[config.mk]
export PLATFORM = sky130hd
export DESIGN_NAME = distance_countdown_estimator
export DESIGN_NICKNAME = d
export VERILOG_FILES = /design/src/hw/rtl/dce_pkg.sv /design/src/hw/rtl/dce_state.sv /design/src/hw/rtl/dce_travel.sv /design/src/hw/rtl/dce_result.sv /design/src/hw/rtl/distance_countdown_estimator.sv
export SDC_FILE = /design/constraint.sdc
export NUM_CORES = 2
export LEC_CHECK = 0
export ABC_AREA = 1
export BUFFER_PORTS_ARGS = -buffer_cell sky130_fd_sc_hd__buf_2
export CORE_ASPECT_RATIO = 1.5
export CORE_UTILIZATION = 50
export DETAILED_ROUTE_END_ITERATION = 8
export GPL_ROUTABILITY_DRIVEN = 0
export PLACE_DENSITY = 0.63
export SLEW_MARGIN = 20
export SYNTH_ARGS = -nofsm -noshare
export SYNTH_HDL_FRONTEND = slang
export SYNTH_SLANG_ARGS = --single-unit
export TNS_END_PERCENT = 50
[constraint.sdc]
create_clock -name clk_i -period 17.85 [get_ports clk_i]
set_input_delay 2.6775 -clock clk_i [delete_from_list [all_inputs] [get_ports clk_i]]
set_output_delay 2.6775 -clock clk_i [all_outputs]
set_load 0.005 [all_outputs]
[src/hw/rtl/dce_pkg.sv]
// Shared types and constants of the distance countdown estimator.
package dce_pkg;

  // Item kinds; code 3 is unused and ignored
  typedef enum logic [1:0] {
    ACT_PACKET = 2'd0,
    ACT_QUERY  = 2'd1,
    ACT_CLEAR  = 2'd2
  } action_e;

  // Configuration register indexes
  localparam logic CFG_HOLD_LIMIT = 1'b0;
  localparam logic CFG_SPEED_CEIL = 1'b1;

  localparam logic [15:0] HOLD_LIMIT_RST = 16'd10000;
  localparam logic [15:0] SPEED_CEIL_RST = 16'd61440;

  // Speed smoothing weights, 0.7 and 0.3 in units of 1/256
  localparam logic [7:0]  W_OLD      = 8'd179;
  localparam logic [7:0]  W_NEW      = 8'd77;
  localparam logic [24:0] BLEND_HALF = 25'd128;

  // 921600 = 2^12 * 225; the odd factor is divided out by a reciprocal
  // multiply with a 34-bit shift, exact for dividends below 2^26
  localparam logic [7:0]  DIV_ODD   = 8'd225;
  localparam logic [26:0] RECIP_ODD = 27'd76354975;

  // Values that travel with a query down the travel pipeline
  typedef struct packed {
    logic [31:0] anchor;
    logic        stale;
    logic        base;
  } tag_t;

  // Query snapshot taken from the state registers
  typedef struct packed {
    logic [15:0] speed;
    logic [31:0] elapsed;
    tag_t        tag;
  } snap_t;

  // Partial quotients handed to the result stage
  typedef struct packed {
    logic [10:0] qa;
    logic [51:0] my;
    tag_t        tag;
  } mid_t;

endpackage

[src/hw/rtl/dce_state.sv]
// Input register, configuration registers, estimator state and query snapshot.
module dce_state (
  input  logic                clk_i,
  input  logic                rst_ni,
  input  logic                in_valid_i,
  output logic                in_ready_o,
  input  logic [1:0]          action_i,
  input  logic [15:0]         maneuver_id_i,
  input  logic                dist_ok_i,
  input  logic [31:0]         dist_m_i,
  input  logic [31:0]         packet_time_ms_i,
  input  logic                speed_ok_i,
  input  logic signed [17:0]  speed_q8_i,
  input  logic [31:0]         query_time_ms_i,
  input  logic                cfg_we_i,
  input  logic                cfg_index_i,
  input  logic [15:0]         cfg_wdata_i,
  output logic                snap_valid_o,
  input  logic                snap_ready_i,
  output dce_pkg::snap_t      snap_o
);
  import dce_pkg::*;

  logic               in_vld_q;
  logic [1:0]         act_q;
  logic [15:0]        man_q;
  logic               dok_q;
  logic [31:0]        dist_q;
  logic [31:0]        ptime_q;
  logic               sok_q;
  logic signed [17:0] spd_q;
  logic [31:0]        now_q;

  logic [15:0] hold_q;
  logic [15:0] ceil_q;

  logic [15:0] last_man_q;
  logic [31:0] last_pt_q;
  logic [31:0] anchor_dist_q;
  logic [31:0] anchor_time_q;
  logic [15:0] sspeed_q;
  logic        base_q;

  logic        is_query;
  logic        leave;
  logic [15:0] speed_clamped;
  logic        fresh;
  logic [24:0] blend_sum;
  logic [31:0] since_pkt;
  logic        stale;

  // Item leaves the input register unless a query waits for the pipeline
  assign is_query     = (act_q == ACT_QUERY);
  assign leave        = in_vld_q && (!is_query || snap_ready_i);
  assign in_ready_o   = !in_vld_q || leave;
  assign snap_valid_o = in_vld_q && is_query;

  // Hold the accepted item
  always_ff @(posedge clk_i or negedge rst_ni) begin
    if (!rst_ni) begin
      in_vld_q <= 1'b0;
    end else if (in_ready_o) begin
      in_vld_q <= in_valid_i;
    end
  end

  always_ff @(posedge clk_i) begin
    if (in_valid_i && in_ready_o) begin
      act_q   <= action_i;
      man_q   <= maneuver_id_i;
      dok_q   <= dist_ok_i;
      dist_q  <= dist_m_i;
      ptime_q <= packet_time_ms_i;
      sok_q   <= speed_ok_i;
      spd_q   <= speed_q8_i;
      now_q   <= query_time_ms_i;
    end
  end

  // Configuration writes
  always_ff @(posedge clk_i or negedge rst_ni) begin
    if (!rst_ni) begin
      hold_q <= HOLD_LIMIT_RST;
      ceil_q <= SPEED_CEIL_RST;
    end else if (cfg_we_i) begin
      if (cfg_index_i == CFG_HOLD_LIMIT) begin
        hold_q <= cfg_wdata_i;
      end
      if (cfg_index_i == CFG_SPEED_CEIL) begin
        ceil_q <= cfg_wdata_i;
      end
    end
  end

  // Clamp the reported speed to [0, ceiling] and blend it with the filter
  always_comb begin
    if (spd_q[17]) begin
      speed_clamped = '0;
    end else if (spd_q[16:0] > {1'b0, ceil_q}) begin
      speed_clamped = ceil_q;
    end else begin
      speed_clamped = spd_q[15:0];
    end
  end

  assign fresh     = !base_q || (man_q != last_man_q);
  assign blend_sum = 25'(sspeed_q) * 25'(W_OLD) + 25'(speed_clamped) * 25'(W_NEW) + BLEND_HALF;

  // Apply packets and clears as they leave the input register
  always_ff @(posedge clk_i or negedge rst_ni) begin
    if (!rst_ni) begin
      last_man_q    <= '0;
      last_pt_q     <= '0;
      anchor_dist_q <= '0;
      anchor_time_q <= '0;
      sspeed_q      <= '0;
      base_q        <= 1'b0;
    end else if (leave) begin
      case (act_q)
        ACT_PACKET: begin
          if (dok_q && (!base_q || (dist_q != anchor_dist_q))) begin
            anchor_dist_q <= dist_q;
            anchor_time_q <= ptime_q;
          end
          last_man_q <= man_q;
          last_pt_q  <= ptime_q;
          if (sok_q) begin
            sspeed_q <= fresh ? speed_clamped : blend_sum[23:8];
          end
          base_q <= 1'b1;
        end
        ACT_CLEAR: begin
          last_man_q    <= '0;
          last_pt_q     <= '0;
          anchor_dist_q <= '0;
          anchor_time_q <= '0;
          sspeed_q      <= '0;
          base_q        <= 1'b0;
        end
        default: begin
        end
      endcase
    end
  end

  // Snapshot for a query: staleness and elapsed time, wrapping
  assign since_pkt = now_q - last_pt_q;
  assign stale     = since_pkt > {16'b0, hold_q};

  always_comb begin
    snap_o.speed      = sspeed_q;
    snap_o.elapsed    = stale ? {16'b0, hold_q} : (now_q - anchor_time_q);
    snap_o.tag.anchor = anchor_dist_q;
    snap_o.tag.stale  = stale || !base_q;
    snap_o.tag.base   = base_q;
  end

endmodule

[src/hw/rtl/dce_travel.sv]
// Travel pipeline: speed times elapsed time, then division by 921600.
module dce_travel (
  input  logic           clk_i,
  input  logic           rst_ni,
  input  logic           snap_valid_i,
  output logic           snap_ready_o,
  input  dce_pkg::snap_t snap_i,
  output logic           mid_valid_o,
  input  logic           mid_ready_i,
  output dce_pkg::mid_t  mid_o
);
  import dce_pkg::*;

  logic [4:0]  vld_q;
  logic [4:0]  adv;

  snap_t       snap_q;
  logic [47:0] prod_q;
  tag_t        tag1_q;
  logic [44:0] ma_q;
  logic [17:0] a_q;
  logic [17:0] b_q;
  tag_t        tag2_q;
  logic [25:0] y_q;
  logic [10:0] qa3_q;
  tag_t        tag3_q;
  logic [51:0] my_q;
  logic [10:0] qa4_q;
  tag_t        tag4_q;

  logic [10:0] qa_c;
  logic [17:0] qa_mul;
  logic [17:0] ra_c;

  // Stage may load when empty or when its item moves on
  assign adv[4] = !vld_q[4] || mid_ready_i;
  assign adv[3] = !vld_q[3] || adv[4];
  assign adv[2] = !vld_q[2] || adv[3];
  assign adv[1] = !vld_q[1] || adv[2];
  assign adv[0] = !vld_q[0] || adv[1];

  assign snap_ready_o = adv[0];
  assign mid_valid_o  = vld_q[4];

  always_ff @(posedge clk_i or negedge rst_ni) begin
    if (!rst_ni) begin
      vld_q <= '0;
    end else begin
      if (adv[0]) vld_q[0] <= snap_valid_i;
      if (adv[1]) vld_q[1] <= vld_q[0];
      if (adv[2]) vld_q[2] <= vld_q[1];
      if (adv[3]) vld_q[3] <= vld_q[2];
      if (adv[4]) vld_q[4] <= vld_q[3];
    end
  end

  // High quotient digit and its remainder
  assign qa_c   = ma_q[44:34];
  assign qa_mul = 18'(qa_c) * 18'(DIV_ODD);
  assign ra_c   = a_q - qa_mul;

  // Advance the payload stages
  always_ff @(posedge clk_i) begin
    if (adv[0] && snap_valid_i) begin
      snap_q <= snap_i;
    end
    if (adv[1] && vld_q[0]) begin
      prod_q <= 48'(snap_q.speed) * 48'(snap_q.elapsed);
      tag1_q <= snap_q.tag;
    end
    // Drop the 2^12 factor; split the rest into high and low 18 bits
    if (adv[2] && vld_q[1]) begin
      ma_q   <= 45'(prod_q[47:30]) * 45'(RECIP_ODD);
      a_q    <= prod_q[47:30];
      b_q    <= prod_q[29:12];
      tag2_q <= tag1_q;
    end
    if (adv[3] && vld_q[2]) begin
      y_q    <= {ra_c[7:0], b_q};
      qa3_q  <= qa_c;
      tag3_q <= tag2_q;
    end
    if (adv[4] && vld_q[3]) begin
      my_q   <= 52'(y_q) * 52'(RECIP_ODD);
      qa4_q  <= qa3_q;
      tag4_q <= tag3_q;
    end
  end

  always_comb begin
    mid_o.qa  = qa4_q;
    mid_o.my  = my_q;
    mid_o.tag = tag4_q;
  end

endmodule

[src/hw/rtl/dce_result.sv]
// Result stage: travelled distance, remaining distance and output register.
module dce_result (
  input  logic          clk_i,
  input  logic          rst_ni,
  input  logic          mid_valid_i,
  output logic          mid_ready_o,
  input  dce_pkg::mid_t mid_i,
  output logic          out_valid_o,
  input  logic          out_stall_i,
  output logic [31:0]   remaining_m_o,
  output logic          is_stale_o,
  output logic          baseline_seen_o
);
  import dce_pkg::*;

  logic        out_vld_q;
  logic [31:0] rem_q;
  logic        stale_q;
  logic        base_q;

  logic [17:0] qy;
  logic [28:0] travelled;
  logic [31:0] rem_c;
  logic        adv;

  // Join the quotient digits and subtract from the anchor, floored at 0
  assign qy        = mid_i.my[51:34];
  assign travelled = {mid_i.qa, 18'b0} + 29'(qy);

  always_comb begin
    if (!mid_i.tag.base || (32'(travelled) >= mid_i.tag.anchor)) begin
      rem_c = '0;
    end else begin
      rem_c = mid_i.tag.anchor - 32'(travelled);
    end
  end

  assign adv         = !out_vld_q || !out_stall_i;
  assign mid_ready_o = adv;

  always_ff @(posedge clk_i or negedge rst_ni) begin
    if (!rst_ni) begin
      out_vld_q <= 1'b0;
    end else if (adv) begin
      out_vld_q <= mid_valid_i;
    end
  end

  // Hold the result until taken
  always_ff @(posedge clk_i) begin
    if (adv && mid_valid_i) begin
      rem_q   <= rem_c;
      stale_q <= mid_i.tag.stale;
      base_q  <= mid_i.tag.base;
    end
  end

  assign out_valid_o     = out_vld_q;
  assign remaining_m_o   = rem_q;
  assign is_stale_o      = stale_q;
  assign baseline_seen_o = base_q;

endmodule

[src/hw/rtl/distance_countdown_estimator.sv]
// Top level of the distance countdown estimator.
//
//   channel | handshake                 | payload
//   --------+---------------------------+------------------------------------------
//   input   | in_valid_i / in_stall_o   | action, maneuver, distance, times, speed
//   output  | out_valid_o / out_stall_i | remaining_m, is_stale, baseline_seen
//   config  | cfg_we_i                  | cfg_index_i, cfg_wdata_i
//
// One item per cycle unless a query waits behind a stalled output. The
// travel depth is set by the speed-times-time multiply and the two
// reciprocal multiplies that divide by 921600.
// Packets and clears update the state as they leave the input register and
// give no result. Reset clears the estimator state and the valid flags; the configuration registers return to defaults.
// Stages hold independently, so items are still taken while a result waits.
module distance_countdown_estimator (
  input  logic               clk_i,
  input  logic               rst_ni,
  input  logic               in_valid_i,
  output logic               in_stall_o,
  input  logic [1:0]         action_i,
  input  logic [15:0]        maneuver_id_i,
  input  logic               dist_ok_i,
  input  logic [31:0]        dist_m_i,
  input  logic [31:0]        packet_time_ms_i,
  input  logic               speed_ok_i,
  input  logic signed [17:0] speed_q8_i,
  input  logic [31:0]        query_time_ms_i,
  input  logic               cfg_we_i,
  input  logic               cfg_index_i,
  input  logic [15:0]        cfg_wdata_i,
  output logic               out_valid_o,
  input  logic               out_stall_i,
  output logic [31:0]        remaining_m_o,
  output logic               is_stale_o,
  output logic               baseline_seen_o
);
  import dce_pkg::*;

  logic  in_ready;
  logic  snap_valid;
  logic  snap_ready;
  snap_t snap;
  logic  mid_valid;
  logic  mid_ready;
  mid_t  mid;

  assign in_stall_o = !in_ready;

  dce_state u_state (
    .clk_i            (clk_i),
    .rst_ni           (rst_ni),
    .in_valid_i       (in_valid_i),
    .in_ready_o       (in_ready),
    .action_i         (action_i),
    .maneuver_id_i    (maneuver_id_i),
    .dist_ok_i        (dist_ok_i),
    .dist_m_i         (dist_m_i),
    .packet_time_ms_i (packet_time_ms_i),
    .speed_ok_i       (speed_ok_i),
    .speed_q8_i       (speed_q8_i),
    .query_time_ms_i  (query_time_ms_i),
    .cfg_we_i         (cfg_we_i),
    .cfg_index_i      (cfg_index_i),
    .cfg_wdata_i      (cfg_wdata_i),
    .snap_valid_o     (snap_valid),
    .snap_ready_i     (snap_ready),
    .snap_o           (snap)
  );

  dce_travel u_travel (
    .clk_i        (clk_i),
    .rst_ni       (rst_ni),
    .snap_valid_i (snap_valid),
    .snap_ready_o (snap_ready),
    .snap_i       (snap),
    .mid_valid_o  (mid_valid),
    .mid_ready_i  (mid_ready),
    .mid_o        (mid)
  );

  dce_result u_result (
    .clk_i           (clk_i),
    .rst_ni          (rst_ni),
    .mid_valid_i     (mid_valid),
    .mid_ready_o     (mid_ready),
    .mid_i           (mid),
    .out_valid_o     (out_valid_o),
    .out_stall_i     (out_stall_i),
    .remaining_m_o   (remaining_m_o),
    .is_stale_o      (is_stale_o),
    .baseline_seen_o (baseline_seen_o)
  );

  // A result without a baseline is stale and reports zero distance
  a_no_base_result: assert property (@(posedge clk_i) disable iff (!rst_ni)
    out_valid_o && !baseline_seen_o |-> is_stale_o && (remaining_m_o == 32'd0))
    else $error("result without baseline is not stale zero");

  // Input stalls only behind a query the travel pipeline cannot take
  a_stall_cause: assert property (@(posedge clk_i) disable iff (!rst_ni)
    in_stall_o |-> snap_valid && !snap_ready)
    else $error("input stalled without a blocked query");

  // Last travel stage held only while the output is held
  a_mid_hold: assert property (@(posedge clk_i) disable iff (!rst_ni)
    mid_valid && !mid_ready |-> out_valid_o && out_stall_i)
    else $error("travel pipeline held while output free");

endmodule
==> qor.csv <==
stage,metric,value,unit
status,status,"finished, final reports clean",
global_route,gr usage total,0.262,
synth,Cell variety after synth,63,
routing,First-pass DRT Iterations,8,
cells_and_area,most frequent cells in the layout,"inv_1, nand2_1, fa_1",
clock_tree,post-CTS sizing,0,
clock_tree,"Setup Fix Bufs, Post-CTS",0,
global_route,global-route wire length before repair,287000,µm
critical_path,Critical Path AT,8.33,ns
cells_and_area,diode count,0,
clock_tree,total CTS buffers,71,
critical_path,Crit Path Max Fanout,28,
timing,Hold Slack,0.382,ns
synth,Mapped Nets,9275,
cells_and_area,Multi-input gate area,42900,µm²
clock_tree,CTS tree,done,
placement,IO buf count,191,
min_path,Hold Path Class,reg -> reg,
synth,Synth Flop Type,edfxtp_1,
cells_and_area,Final Net Count,9422,
global_route,vias in the first global route,54273,
critical_path,CP Class,reg -> reg,
timing,fmax,0.129,GHz
critical_path,"CP delay by family, top",adder cells,
global_route,largest net degree at the start of global routing,83,
clock_tree,"Clk Latency, worst-skew pair",0.69,ns
timing,"Hold Violations, Final",0,
floorplanning,core box area,140000,µm²
cells_and_area,Area Overhead vs Synth,7.81,%
critical_path,worst reg-to-reg setup slack,10.08,ns
synth,average cell area after synthesis,9.57,µm²
synth,Yosys reg bits,693,
timing,Slew Limit Fails,0,
synth,"EDFF count, synth",525,
critical_path,required arrival time at the worst endpoint,18.41,ns
cells_and_area,share of cells above drive strength 1,0.0569,
floorplanning,num ports,192,
timing,setup_tns,0,ns
timing,slew at the pin closest to its max-slew limit,1.04,ns
routing,drt wl/cell,19.1,µm
synth,Synth Warn #,0,
timing,slew margin rel.,0.306,
floorplanning,Die Ht,462,µm
min_path,Worst Hold End,u_travel.tag3_q[1],
routing,via count,49975,
synth,async set-or-reset flop fraction in the synthesized netlist,0.242,
global_route,global route overflow,0,
synth,synthesized cell area,70400,µm²
timing,RSZ-0062 raised after global routing,no,
timing,final period utilization,0.436,
timing,Layout Skew,0.0512,ns
synth,"Seq/Total Area, Yosys",0.284,
clock_tree,htree depth,3,
routing,initial drt markers,2585,
critical_path,CP endpoint kind,register,
critical_path,Crit path largest cell delay,0.80,ns
clock_tree,# hold bufs at CTS,0,
timing,Final Setup Violations,0,
run,maxcap violations,0,
floorplanning,die area,142000,µm²
routing,Vias/cell,5.30,
global_route,met1 usage,0.282,
synth,Mapped Cells,7358,
critical_path,Reg-to-Reg End,u_state.sspeed_q[12],
cells_and_area,post-layout util,0.543,
critical_path,slowest cell on the critical path,a21oi_1,
floorplanning,die outline width,308,µm
critical_path,CP Launch Type,register,
global_route,grt met3 use,0.0295,
cells_and_area,register area,20000,µm²
global_route,M2 GR Usage,0.487,
critical_path,Worst R2R Path Depth,28,
global_route,Top Usage Layer GRT,met2,
clock_tree,clock slew at reported path FFs,0.07,ns
routing,Final ANT Viol Nets,0,
placement,Detailed Place HPWL,149000,µm
routing,number of remaining DRC errors,0,
floorplanning,starting density of the core,0.504,
global_route,initial antenna violation count,0,
critical_path,r2r startpoint,u_state.ceil_q[12],
min_path,hold depth,0,
floorplanning,floorplan row count,168,
clock_tree,CTS Buffer Depth,3,
clock_tree,root cell of the clock tree,clkbuf_16,
clock_tree,clock sinks,693,
cells_and_area,FILL cells,12603,
routing,Total Routed Length,180000,µm
min_path,hold_sp,u_travel.tag2_q[1],
cells_and_area,"leading cell type in the layout, fill and taps excluded",inv_1,
critical_path,Crit path buffers/inverters,5,
timing,Tmin final,7.77,ns
[state kept, by name, indices dropped and copies added, names as in the netlist, 34 cells and up]
| signal | count |
|---|---|
| u_travel.prod_q | 36 |
| u_travel.tag3_q | 34 |
| u_travel.mid_o | 34 |
| u_travel.tag1_q | 34 |
| u_travel.tag2_q | 34 |
| u_travel.snap_q | 82 |
[final cells by class]
cell class / instances / area share
clock buffers: 95 / 0.0265
clock inverters: 36 / 0.00476
inverters: 1859 / 0.0919
multi-input cells: 4643 / 0.565
flip-flops and latches: 693 / 0.263
well taps: 1870 / 0.0308
repair buffers: 237 / 0.0178
[cell families after synthesis]
group,Yosys count,synth area share
DFF,693,0.284
buffers and inverters,2022,0.108
xor gates and xnor gates,168,0.0209
AOI/OAI and AO/OA,863,0.0688
and+or+nand+nor,1851,0.108
adders and majority gates,1761,0.410
[metrics by stage]
step / instance area [µm²] / cells / setup slack (ns)
after floorplan: 70400 / 7358 / 8.30
after global placement: 73500 / 9300 / 10.34
after detailed placement: 73500 / 9301 / 10.20
after CTS: 75900 / 9432 / 10.17
after global routing: 75900 / 9433 / 9.47
final: 75900 / 9433 / 10.08
[worst reg2reg max path: cells and delay by family, from the launching register on]
kind / cells / cell delay, ns
AND/OR/NAND/NOR: 11 / 1.38
adder cells (fa/ha/maj): 8 / 3.58
buffers and inverters: 5 / 0.76
AO/OA/AOI/OAI: 4 / 1.43
flip-flops: 1 / 0.52
[worst max-delay path by stage]
stage                       startpoint                   end  slack [ns]  cells after the start
floorplan                  out_stall_i      u_state.act_q[0]        8.30                     13
global placement    u_state.ceil_q[12]  u_state.sspeed_q[12]       10.34                     28
detailed placement  u_state.ceil_q[12]  u_state.sspeed_q[12]       10.20                     28
CTS                 u_state.ceil_q[12]  u_state.sspeed_q[12]       10.17                     28
global route        u_state.ceil_q[12]  u_state.sspeed_q[14]        9.47                     28
finish              u_state.ceil_q[12]  u_state.sspeed_q[12]       10.08                     28
[per-layer routing]
metal,up-vias,share of wire
met2,1417,0.53
li1,23358,-
met1,24631,0.36
met5,-,0
met4,0,0.068
met3,569,0.040
[synth_stat cells (9+ instances only)]
cell type,instances,area share
xor2_1,107,0.013
nor4_1,24,0.0021
nor3_1,45,0.0032
or2_2,16,0.0014
o21ai_1,12,0.00085
o211ai_1,16,0.0017
a21o_1,20,0.0021
o22ai_1,28,0.0025
o21ai_0,298,0.021
o21bai_1,13,0.0014
nand2_1,1178,0.063
fa_1,913,0.26
a21oi_2,11,0.0014
o21a_1,25,0.0027
ha_1,848,0.15
dfstp_2,9,0.0034
clkbuf_1,145,0.0077
nor2_1,329,0.018
edfxtp_1,525,0.22
nand3_1,159,0.011
o2111ai_1,12,0.0015
xnor2_1,61,0.0076
dfrtp_1,159,0.057
nand4_1,65,0.0058
a21oi_1,341,0.024
a31oi_1,38,0.0034
inv_1,1853,0.099
Power is left out: the tool's default activity adds up to more than one toggle a clock period on the data nets, which glitch-free logic cannot reach.
